## config.mk

```make
export PLATFORM = sky130hd
export DESIGN_NAME = jps_ram
export DESIGN_NICKNAME = d
export VERILOG_FILES = /design/src/sv/jps_ram.sv
export SDC_FILE = /design/constraint.sdc
export NUM_CORES = 2
export LEC_CHECK = 0
export BUFFER_PORTS_ARGS = -buffer_cell sky130_fd_sc_hd__buf_2
export CORE_UTILIZATION = 30
export CTS_BUF_LIST = sky130_fd_sc_hd__clkbuf_4
export CTS_CLUSTER_DIAMETER = 30
export CTS_CLUSTER_SIZE = 8
export DETAILED_ROUTE_END_ITERATION = 10
export HOLD_SLACK_MARGIN = 0.1
export PLACE_DENSITY = 0.42
export SLEW_MARGIN = 15
export SYNTH_ARGS = -nofsm -noshare
export SYNTH_HDL_FRONTEND = slang
export SYNTH_SLANG_ARGS = --single-unit
export TNS_END_PERCENT = 10
```

## constraint.sdc

```tcl
create_clock -name i_clk -period 4.3 [get_ports i_clk]
set_input_delay 0.215 -clock i_clk [delete_from_list [all_inputs] [get_ports i_clk]]
set_output_delay 0.215 -clock i_clk [all_outputs]
set_load 0.05 [all_outputs]
```

## src/sv/jps_ram.sv

```systemverilog
// jps_ram: generic line buffer ram, one write port, two registered read ports
// depends on nothing but its parameters

module jps_ram #(
    parameter int WIDTH = 32,
    parameter int DEPTH = 128
) (
    input  logic                     i_clk,
    input  logic                     i_we,
    input  logic [$clog2(DEPTH)-1:0] i_waddr,
    input  logic [WIDTH-1:0]         i_wdata,
    input  logic [$clog2(DEPTH)-1:0] i_raddr_a,
    input  logic [$clog2(DEPTH)-1:0] i_raddr_b,
    output logic [WIDTH-1:0]         o_rdata_a,
    output logic [WIDTH-1:0]         o_rdata_b
);

    logic [WIDTH-1:0] r_mem [DEPTH];
    logic [WIDTH-1:0] r_rdata_a;
    logic [WIDTH-1:0] r_rdata_b;

    always_ff @(posedge i_clk) begin
        if (i_we) begin
            r_mem[i_waddr] <= i_wdata;
        end
        r_rdata_a <= r_mem[i_raddr_a];
        r_rdata_b <= r_mem[i_raddr_b];
    end

    assign o_rdata_a = r_rdata_a;
    assign o_rdata_b = r_rdata_b;

endmodule

```

# Yosys cells after proc, flatten, opt, wreduce, memory -nomap -nowiden
# Memories as Yosys holds them, arrays and structs flattened. A register that Yosys moved wholly into a read port is not among the register bits.
# Cells that the tools add are included.
[totals] elab_cells=3 mem_count=1 register_bits=0 out_inout_bits=64 ram_bits=4096 in_bits=55
[memory_table] memory="r_mem" words=128 word_bits=32 rd=2 rd_ports_with_merged_regs=2 write_ports=1 line="18" source="logic [WIDTH-1:0] r_mem [DEPTH];"
[classes] muxes=2
[op_table] op="$mux W1" n=2

# Depth between registers and ports, before layout
[logic_depth] ltp_word=2 depth_mapped=8 depth_no_buf=4

# Worst setup path before layout
# Ideal clock, no wire load.
[synth_timing] path_type="input to register" start="input port i_we" end="memory r_mem[98][0], enable pin" path_buffers=1 required_ns=3.839 arrival_ns=2.993 slack_ns=0.846 setup_ns=0.461 path_stages=3 path_cell_list="clkbuf_1 nand4_1 nor3_1"
[synth_via] elab_chain_cells=2
[synth_rtl] element="start, declared" line="9" source="input logic i_we,"
[synth_rtl] element="$mux W1" line="23" source="if (i_we) begin"
[synth_rtl] element="$mux W1 (not written as such)" line="24" source="r_mem[i_waddr] <= i_wdata;"
[synth_rtl] element="end, declared" line="18"
# Every way passes these cells.

==> flow_metrics.py <==
metrics = {
    "final_layout": {
        "areaGrowthSynthToFinish_pct": 19.6,
        "fill_cells": 57100,
        "nets": 9199,
        "layout-drive-gt1-share": 0.542,
    },
    "sta": {
        "finalSetupViolCount": 0,
        "rsz0062_at_grt": "false",
        "skew_ps": 128,
        "setup_tns_ps": 0,
        "slew_headroom": 0.191,
        "finalHoldViolCount": 0,
        "hold-worst-slack_ps": 356,
        "post-route-period-util": 0.956,
        "period_needed_ps": 4110,
        "worst_slew_pin_slew_ps": 1210,
        "max_freq_ghz": 0.243,
        "fin_ws_ps": 190,
        "slew_viol_final": 0,
    },
    "pwr": {
        "switching_share": 0.246,
        "clock_power_share": 0.445,
        "power.internal_w": 0.0728,
        "p_sw_w": 0.0237,
        "p_leak_nw": 69.9,
        "power_frac_seq": 0.468,
        "power.density_nw_per_um2": 428,
        "combinationalPowerShare": 0.087,
        "irDropWorstVdd_mv": 0.284,
    },
    "global_routing": {
        "groute.layer.met2.usage": 0.383,
        "grt_overflow": 0,
        "grt_max_degree": 102,
        "top_usage_layer": "met2",
        "grtUsageMet1": 0.316,
        "grt_pass1_vias": 110000,
        "grt_pass1_wl_um": 1010000,
        "grt_usage": 0.239,
        "antenna_found_initial": 102,
        "met3_usage": 0.0571,
    },
    "detailed_routing": {
        "dr.first_iter.drc_count": 13300,
        "drc": 0,
        "dr.pass1.iters": 5,
        "final_antenna_net_count": 0,
        "via_per_inst": 5.74,
        "vias": 106000,
        "post_drt_wl_per_cell_um": 41.2,
        "routed_wirelength_um": 759000,
    },
    "clocking": {
        "clk_latency_ps": 1870,
        "clockRootBuffer": "clkbuf_4",
        "clkSlewWorstSetupHoldPaths_ps": 70,
        "cts_tree": "yes",
        "cts_max_path_buffers": 5,
        "cts_sinks": 4160,
        "htreeDepth": 7,
        "ctsResizeCount": 0,
        "cts_buffers": 1147,
    },
    "yosys": {
        "ys_seq_elements": 4160,
        "synth_fp_nets": 7756,
        "synth_edf_count": 4096,
        "synthDistinctLibCells": 17,
        "yosys_warnings": 0,
        "synth_largest_area_cell": "edfxtp_1",
        "synthArstFlopShare": 0,
        "seq_area_frac_synth": 0.658,
        "synthCells": 7701,
        "ys.flop_type": "edfxtp_1",
        "synth.area.top_cells": "edfxtp_1 (65%), mux4_2 (32%), clkbuf_1 (0.73%)",
        "synth_area_um2": 189000,
        "synth.top_cell.area_share": 0.652,
        "synth_area_per_cell_um2": 24.5,
        "synth.most_common_cell": "edfxtp_1",
        "yosys-top-cells-count": "edfxtp_1 (4096), mux4_2 (2688), clkbuf_1 (365)",
    },
    "critical_path": {
        "worstPathCellList": "dlygate4sd3_1 > dlygate4sd3_1 > buf_12 > buf_12 > buf_12 > mux4_2 > mux4_2 > dlygate4sd3_1 > mux4_2 > dlygate4sd3_1 > mux2_2 > dlygate4sd3_1",
        "required_ps": 6010,
        "critical-path-max-stage-delay_ps": 590,
        "crit_family": "buffers and inverters",
        "reg2regPathDepth": 7,
        "path_buf_inv": 8,
        "end_kind": "register",
        "crit_fanout": 48,
        "critical_path_class": "input pin to register",
        "cp.depth": 12,
        "worstPathArrival_ps": 5820,
        "cp_common_cell": "dlygate4sd3_1",
        "start_kind": "input pin",
        "cpMaxStageDelayCell": "dlygate4sd3_1",
    },
    "placed_design": {
        "dp_hpwl_um": 419000,
        "port_buffers": 118,
        "gp_congestion": 0.781,
        "post-place-ws_ps": 521,
    },
    "floorplan": {
        "die_w_um": 795,
        "die_area_um2": 632000,
        "rows": 290,
        "die_y_um": 795,
        "core_area_um2": 625000,
        "start_util": 0.302,
        "io_pins": 119,
    },
    "outcome": {
        "status": "finished clean",
    },
    "flow_run": {
        "drv_cap": 0,
    },
    "hold_path": {
        "min_delay_path_depth": 6,
        "min_path_type": "input pin to register",
    },
}
## kinds of logic (layout without fill, tap and decap cells)
family	count (synthesis)	in the layout	share of synthesized area
buffers and inverters	619	2874	0.0134
other	0	120	0
AND/OR/NAND/NOR	170	170	0.00369
multiplexers	2752	2752	0.325
flip-flops	4160	4160	0.658
## per-layer routing
| layer | part of all wire | vias up | wire [um] |
|---|---|---|---|
| met1 | 0.41 | 59700 | 307000 |
| met2 | 0.48 | 5423 | 366000 |
| met4 | 0.035 | 34 | 26600 |
| met5 | 0.00028 | - | 214 |
| li1 | - | 39200 | - |
| met3 | 0.077 | 1344 | 58300 |
## power groups by stage
stage | Clock [W] | Sequential [W] | Combinational [W]
2_1_floorplan | 0 | 0.0461 | 0.00422
3_3_place_gp | 0 | 0.0461 | 0.00806
3_5_place_dp | 0 | 0.0461 | 0.00809
4_1_cts | 0.0440 | 0.0452 | 0.00847
5_1_grt | 0.0459 | 0.0452 | 0.00875
6_report | 0.0430 | 0.0452 | 0.00840
## worst register-to-register path, cell delays in order (launching register included)
cell and delay (ps):
edfxtp_1 380, mux4_2 470, dlygate4sd3_1 560, mux4_2 490
dlygate4sd3_1 620, mux4_2 490, dlygate4sd3_1 610, mux2_2 280
## cell type report
cell class / count / area [um2] / share of cell area
Sequential cell: 4160 / 124000 / 0.550
Multi-Input combinational cell: 2922 / 62900 / 0.279
Clock buffer: 1331 / 9990 / 0.0443
Clock inverter: 630 / 7020 / 0.0311
Antenna cell: 120 / 300 / 0.00133
Timing Repair Buffer: 913 / 10900 / 0.0481
Tap cell: 8322 / 10400 / 0.0461
## layout by cell type, fill, tap and decap left out, types with 18 or more instances in the layout
master         synthesis  final
inv_2                  0     19
bufinv_16              0    154
clkinv_2               0    174
clkinvlp_4             0     80
buf_12                 0    240
mux2_2                64     64
buf_4                 17    378
buf_2                103     73
buf_16                 0     34
diode_2                0    120
clkinv_4               0     18
clkinv_1               0    185
dlygate4sd3_1          0    178
mux4_2              2688   2688
nor2_4                 0    119
dfxtp_1               64     64
edfxtp_1            4096   4096
clkbuf_4               0   1331
## worst paths after layout
path | slack, ps | end | startpoint
worst max-delay path | 190 | o_rdata_b[12] | i_raddr_b[0]
worst min-delay path | 360 | o_rdata_b[17] | i_raddr_b[1]
worst max register to register | 260 | o_rdata_a[12] | r_mem[31][12]
worst min register to register | 1130 | o_rdata_a[15] | r_mem[31][15]
## sequential cells by signal, indices dropped and copies added (netlist names)
| register | cells |
|---|---|
| o_rdata_b | 32 |
| r_mem | 4096 |
| o_rdata_a | 32 |
## per-stage QoR
step	cell area (um2)	power [W]	util	instances
global route	226000	0.0998	0.361	18400
global placement	206000	0.0542	0.329	16100
finish	226000	0.0966	0.361	18400
CTS	225000	0.0977	0.361	18300
detailed placement	206000	0.0542	0.329	16100
floorplan	189000	0.0504	-	7701
## what timing repair did
item                                    CTS  global route
setup endpoints to repair                 0             1
hold buffers                            220             0
endpoints found under the hold margin  8256             0
buffers inserted                          0             0
Power figures use the tool's default switching activity.
