File: src/sv/jps_pkg.sv
// jps_pkg: shared constants and types of the jacobi poisson stencil
// no dependencies; imported by every module of the block but jps_ram

package jps_pkg;

    localparam int DEF_MAX_COLS   = 128;
    localparam int DEF_MAX_ROWS   = 128;
    localparam int DEF_DATA_WIDTH = 32;

    localparam int FRAC_W  = 16;
    localparam int COORD_W = 7;
    localparam int DIM_W   = 8;
    localparam int CFG_W   = 32;
    localparam int PADDR_W = 5;
    localparam int MIN_DIM = 3;

    localparam logic [DIM_W-1:0] DIM_RST      = 8'd100;
    localparam logic [CFG_W-1:0] COEF_P_RST   = 32'd16384;
    localparam logic [CFG_W-1:0] COEF_DIV_RST = 32'd0;

    // config register index, byte address is four times the index
    typedef enum logic [2:0] {
        REG_GRID_WIDTH,
        REG_GRID_HEIGHT,
        REG_COEF_EW,
        REG_COEF_NS,
        REG_COEF_DX,
        REG_COEF_DY
    } t_reg_idx;

    typedef struct packed {
        logic sub;
        logic load_sum;
        logic load_term;
    } t_lane_ctl;

endpackage

File: src/sv/jps_lane.sv
// jps_lane: one stencil term cell, operand sum or difference then scaled product
// depends on jps_pkg (lane control struct, fraction width)

module jps_lane import jps_pkg::*; #(
    parameter int DATA_WIDTH = DEF_DATA_WIDTH
) (
    input  logic                                i_clk,
    input  t_lane_ctl                           i_ctl,
    input  logic signed [DATA_WIDTH-1:0]        i_coef,
    input  logic signed [DATA_WIDTH-1:0]        i_x,
    input  logic signed [DATA_WIDTH-1:0]        i_y,
    output logic signed [2*DATA_WIDTH-FRAC_W:0] o_term
);

    logic signed [DATA_WIDTH:0]          r_sum;
    logic signed [2*DATA_WIDTH:0]        prod;
    logic signed [2*DATA_WIDTH-FRAC_W:0] r_term;

    always_ff @(posedge i_clk) begin
        if (i_ctl.load_sum) begin
            if (i_ctl.sub) begin
                r_sum <= {i_x[DATA_WIDTH-1], i_x} - {i_y[DATA_WIDTH-1], i_y};
            end else begin
                r_sum <= {i_x[DATA_WIDTH-1], i_x} + {i_y[DATA_WIDTH-1], i_y};
            end
        end
        if (i_ctl.load_term) begin
            r_term <= prod[2*DATA_WIDTH:FRAC_W];
        end
    end

    // exact product, floor by dropping the fraction bits
    assign prod   = i_coef * r_sum;
    assign o_term = r_term;

endmodule

File: config.mk
export PLATFORM = sky130hd
export DESIGN_NAME = jps_lane
export DESIGN_NICKNAME = d
export VERILOG_FILES = /design/src/sv/jps_pkg.sv /design/src/sv/jps_lane.sv
export SDC_FILE = /design/constraint.sdc
export NUM_CORES = 2
export LEC_CHECK = 0
export ABC_AREA = 1
export BUFFER_PORTS_ARGS = -buffer_cell sky130_fd_sc_hd__buf_4
export CAP_MARGIN = 25
export CELL_PAD_IN_SITES_DETAIL_PLACEMENT = 1
export CELL_PAD_IN_SITES_GLOBAL_PLACEMENT = 1
export CORE_MARGIN = 3
export CORE_UTILIZATION = 50
export CTS_CLUSTER_DIAMETER = 30
export CTS_CLUSTER_SIZE = 14
export DETAILED_ROUTE_END_ITERATION = 6
export PLACE_DENSITY = 0.95
export RECOVER_POWER = 100
export SLEW_MARGIN = 20
export SYNTH_ARGS = -nofsm -noshare
export SYNTH_HDL_FRONTEND = slang
export SYNTH_SLANG_ARGS = --single-unit
File: constraint.sdc
create_clock -name i_clk -period 9.9 [get_ports i_clk]
set_input_delay 2.475 -clock i_clk [delete_from_list [all_inputs] [get_ports i_clk]]
set_output_delay 2.475 -clock i_clk [all_outputs]
set_load 0.05 [all_outputs]
# After elaboration in Yosys (flattened, before gate mapping)
# Cells that the tools add are included.
dict set report word_totals {
  register_bits 82
  in_bits 100
}
dict set report classes {
  addsub 2
  n_mul 1
  muxes 1
}
# operator count
set ops {}
lappend ops {{32-bit by 33-bit multiplier with 65-bit output} 1}
lappend ops {{32-bit by 32-bit adder with 33-bit output} 1}
lappend ops {{33-bit 2-to-1 mux} 1}
lappend ops {{32-bit by 32-bit subtractor with 33-bit output} 1}

# Longest topological paths before layout
dict set report depth {
  ltp_word 2
  mapped_depth 33
  depth_no_buf 31
}

# Least setup slack after synthesis
# No wires, ideal clock.
dict set report synth_timing {
  kind {input port to flip-flop}
  start {in i_coef[2]}
  end {reg r_term[46] (netlist: o_term[46]) (data pin)}
  setup_ps 252
  t_arrival_ps 8957
  required_time_ps 9648
  path_slack_ps 691
  path_stages 25
  path_buffers 1
  path_cell_list {clkbuf_1 > nand2_1 > inv_1 > fa_1 > fa_1 > fa_1 > fa_1 > inv_1 > fa_1 > inv_1 > fa_1 > inv_1 > fa_1 > inv_1 > fa_1 > ha_1 > nand2_1 > nor2_1 > inv_1 > nor2_1 > inv_1 > nor4_1 > nand2_1 > nand3_1 > nand2_1}
}
dict set report synth_via {
  elab_chain_len 1
}
# item line
set synth_lines {}
lappend synth_lines {{from (decl)} jps_lane.sv:9} ;# input logic signed [DATA_WIDTH-1:0] i_coef,
lappend synth_lines {{32-bit by 33-bit multiplier with 65-bit output} jps_lane.sv:33} ;# assign prod = i_coef * r_sum;
lappend synth_lines {{net prod[62]} jps_lane.sv:16} ;# logic signed [2*DATA_WIDTH:0] prod;
lappend synth_lines {{to (signal assigned)} jps_lane.sv:28} ;# r_term <= prod[2*DATA_WIDTH:FRAC_W];
lappend synth_lines {{to (decl)} jps_lane.sv:17} ;# logic signed [2*DATA_WIDTH-FRAC_W:0] r_term;
# The timed path passes the listed nets, and every way through them passes these cells.
# A chain may end at the register's enable or synchronous reset.

# Final worst setup path
dict set report layout_timing {
  start {in i_coef[3]}
  end {reg r_term[32] (netlist: o_term[32]) (data pin)}
}
# Same word-level chain as after synthesis.

==> summary.md <==
| Metric | Value |
|---|---|
| Status | complete, but fails checks |
| Failing checks | max-capacitance violations, max-slew violations |
| DIE AREA | 0.09207 mm2 |
| DR iter-0 viols | ~3600 |
| Dominant cells by area after synthesis | fa_1 50%, inv_1 15%, nand2_1 13% |
| DR vias/cell | 5.838 |
| Worst EP required | around 10 ns |
| Worst Setup EP | o_term[32]$_DFFE_PP_ |
| Total wire length | roughly 180000 um |
| Register bit total from synthesis | 82 |
| Root buf cell | clkbuf_16 |
| GPL Wtd Cong | around 0.98 |
| Wire per inst | roughly 26 um |
| H-tree depth | 3 |
| Max Cap Viol | 2 |
| Post-DP Area | about 0.046 mm2 |
| Die H | 303.4 um |
| CTS Buf Count | 9 |
| Post-DP HPWL | 148000 um |
| Initial antenna violation count | 6 |
| Final setup viols | 0 |
| EDFF count, synth | 82 |
| Worst reg2reg endpoint | o_term[20]$_DFFE_PP_ |
| I/O pins | between 100 and 150 |
| Reg clk slew, reported paths | roughly 0.090 ns |
| Slew at the pin with the worst max-slew slack | 3.410 ns |
| Async SR Flop Fraction | 0% |
| Fin. Hold Viols | 0 |
| Final period util | between 90 and 100% |
| Critical path fanouts, max | 33 |
| CTS Hold Bufs | 0 |
| Crit Path Class | in2reg |
| CTS tree | built |
| Initial core utilization | 50.67% |
| Most instantiated library cell after synthesis | inv_1 |
| CTS Sinks | 82 |
| Worst hold path type | reg2reg |
| Clock Latency Late Sink | between 0.4 and 0.5 ns |
| Top post-synthesis cells by count | 1734 x inv_1, 1496 x nand2_1, 1112 x fa_1, 233 x nor2_1, 221 x clkbuf_1 |
| Sequential area share after synthesis | 5.567% |
| Drt pass-1 iters | 6 |
| Core Area | ~0.087 mm2 |
| Synth warn | 0 |
| Row count | roughly 110 |
| DRT antenna net count | 0 |
| Cell count after synthesis | 5600 |
| Synthesis-to-layout area growth | 5.471% |
| Clock tree buffer depth | 2 |
| Fillers | approximately 11000 |
| Synth top area share | approximately 50% |
| IO buf count | between 100 and 150 |
| Cell taking the most area after synthesis | fa_1 |
| Crit end category | flop |
| Arr. time, crit path | 9.92 ns |
| Ratio of cells with drive above 1 in the final layout | 3.584% |
| Max Freq | a little over 100 MHz |
| R2r worst-path depth | 25 |
| Post-layout util | a little over half |
| Congestion Overflow GR | 0 |
| Reg2reg setup slack | 1.49 ns |
| Vias in the first global route | 47230 |
| Distinct cells, synth | 37 |
| Min Clock Period, post-route | approximately 9.8 ns |
| Largest net degree at the start of global routing | 50 |
| Via count | 39520 |
| CP startpoint | i_coef[3] |
| RSZ-0062 raised after global routing | no |
| DRC viols | 0 |
| Final slew viol count | 84 |
| Gr usage total | between 30% and 40% |
| Post-synth top flop | edfxtp_1 |
| First-pass GRT wire length | 271000 um |
| Final #Nets | 7031 |
| Avg Cell Area, Syn | slightly below 8 um2 |
| Syn_nets | between 7000 and 8000 |
| Die width | between 300 and 400 um |
| R2r startpoint | r_sum[9]$_DFFE_PP_ |
| Hold slack | about 1.6 ns |
| Worst relative slew slack | -127.4% |
| Clk_skew | 0.02206 ns |
| Mapped Area | between 0.04 and 0.05 mm2 |
| Setup crit start kind | input pin |
| Final Instance Area | about 0.047 mm2 |
| Setup_tns | 0 ns |
==> area by class of cell <==
type	instances	area, um2	area share (%)
Multi-Input combinational cell	3556	34410	73.77
Inverter	1734	6513	13.96
Sequential cell	82	2462	5.278
Timing Repair Buffer	221	1498	3.210
Tap cell	1155	1445	3.098
Clock buffer	9	225.2	0.4827
Clock inverter	7	81.33	0.1743
Antenna cell	6	15.01	0.03218
==> kinds of logic after synthesis <==
kind of cell	synth area share, %
buf+inv	16.65
compound gates	3.083
simple gates	16.66
xor+xnor	1.624
flops	5.567
fa+ha+maj	56.41
==> sequential cells by signal (all words and copies together) (netlist names) <==
register,cells
o_term,49
r_sum,33
==> per-layer routing <==
| metal | vias to the layer above | track usage [%] | wire length (um) | part of all wire, % |
|---|---|---|---|---|
| met1 | 19870 | 42.82 | 56670 | 32 |
| met4 | 4 | 33.17 | 17860 | 10 |
| met5 | - | 0.7407 | 105 | 0.059 |
| li1 | 15640 | - | - | - |
| met2 | 2790 | 65.45 | 84640 | 48 |
| met3 | 1222 | 10.85 | 18080 | 10 |
==> timing repair <==
action,CTS,global route
gates resized for setup,0,12
setup buffers,0,2
setup endpoints to repair,0,18
==> stage by stage <==
| step | setup WS, ns | instances |
|---|---|---|
| global route | 0.001719 | 6769 |
| global placement | 0.3181 | 6745 |
| CTS | 0.07740 | 6761 |
| finish | 0.05427 | 6770 |
| floorplan | 0.6910 | 5600 |
| detailed placement | -0.2780 | 6745 |
==> critical path: stages <==
cell	delay (ns)
buf_4	0.36
nand2_1	0.25
fa_2	0.81
fa_1	0.52
fa_1	0.57
fa_1	0.62
inv_1	0.08
fa_1	0.50
fa_1	0.52
fa_1	0.62
fa_1	0.49
ha_1	0.35
clkbuf_1	0.28
nand2_1	0.18
nor2_1	0.26
nand2_1	0.19
nor2_1	0.13
nand2_1	0.08
nand2_2	0.16
nand2_1	0.09
nand3_1	0.07
nand2_1	0.25
==> placed cells by master, fill, tap and decap left out, types with 4 or more instances in the layout <==
cell type / instances
inv_1: 1733
nand2_1: 1496
fa_1: 1109
nor2_1: 233
ha_1: 215
buf_4: 158
a21oi_1: 131
nand3_1: 97
o21ai_0: 82
edfxtp_1: 82
xor2_1: 66
clkbuf_1: 55
nor3_1: 24
nand4_1: 16
xnor2_1: 15
a31oi_1: 11
clkbuf_16: 9
a21o_1: 8
or2_2: 7
nor4_1: 7
o21bai_1: 7
diode_2: 6
o21a_1: 6
buf_6: 4
==> worst min-delay path by stage <==
stage                  startpoint                   end  slack, ns  cells past startpoint
4_1_cts        r_sum[1]$_DFFE_PP_  o_term[29]$_DFFE_PP_       1.50                      8
3_5_place_dp   r_sum[1]$_DFFE_PP_  o_term[29]$_DFFE_PP_       1.49                      8
6_report       r_sum[1]$_DFFE_PP_  o_term[29]$_DFFE_PP_       1.56                      8
2_1_floorplan  r_sum[0]$_DFFE_PP_   o_term[5]$_DFFE_PP_        1.0                      6
5_1_grt        r_sum[1]$_DFFE_PP_  o_term[29]$_DFFE_PP_       1.61                      8
3_3_place_gp   r_sum[1]$_DFFE_PP_  o_term[29]$_DFFE_PP_       1.43                      8
Power is left out: the tool's default activity adds up to more than one toggle a clock period on the data nets, which glitch-free logic cannot reach.
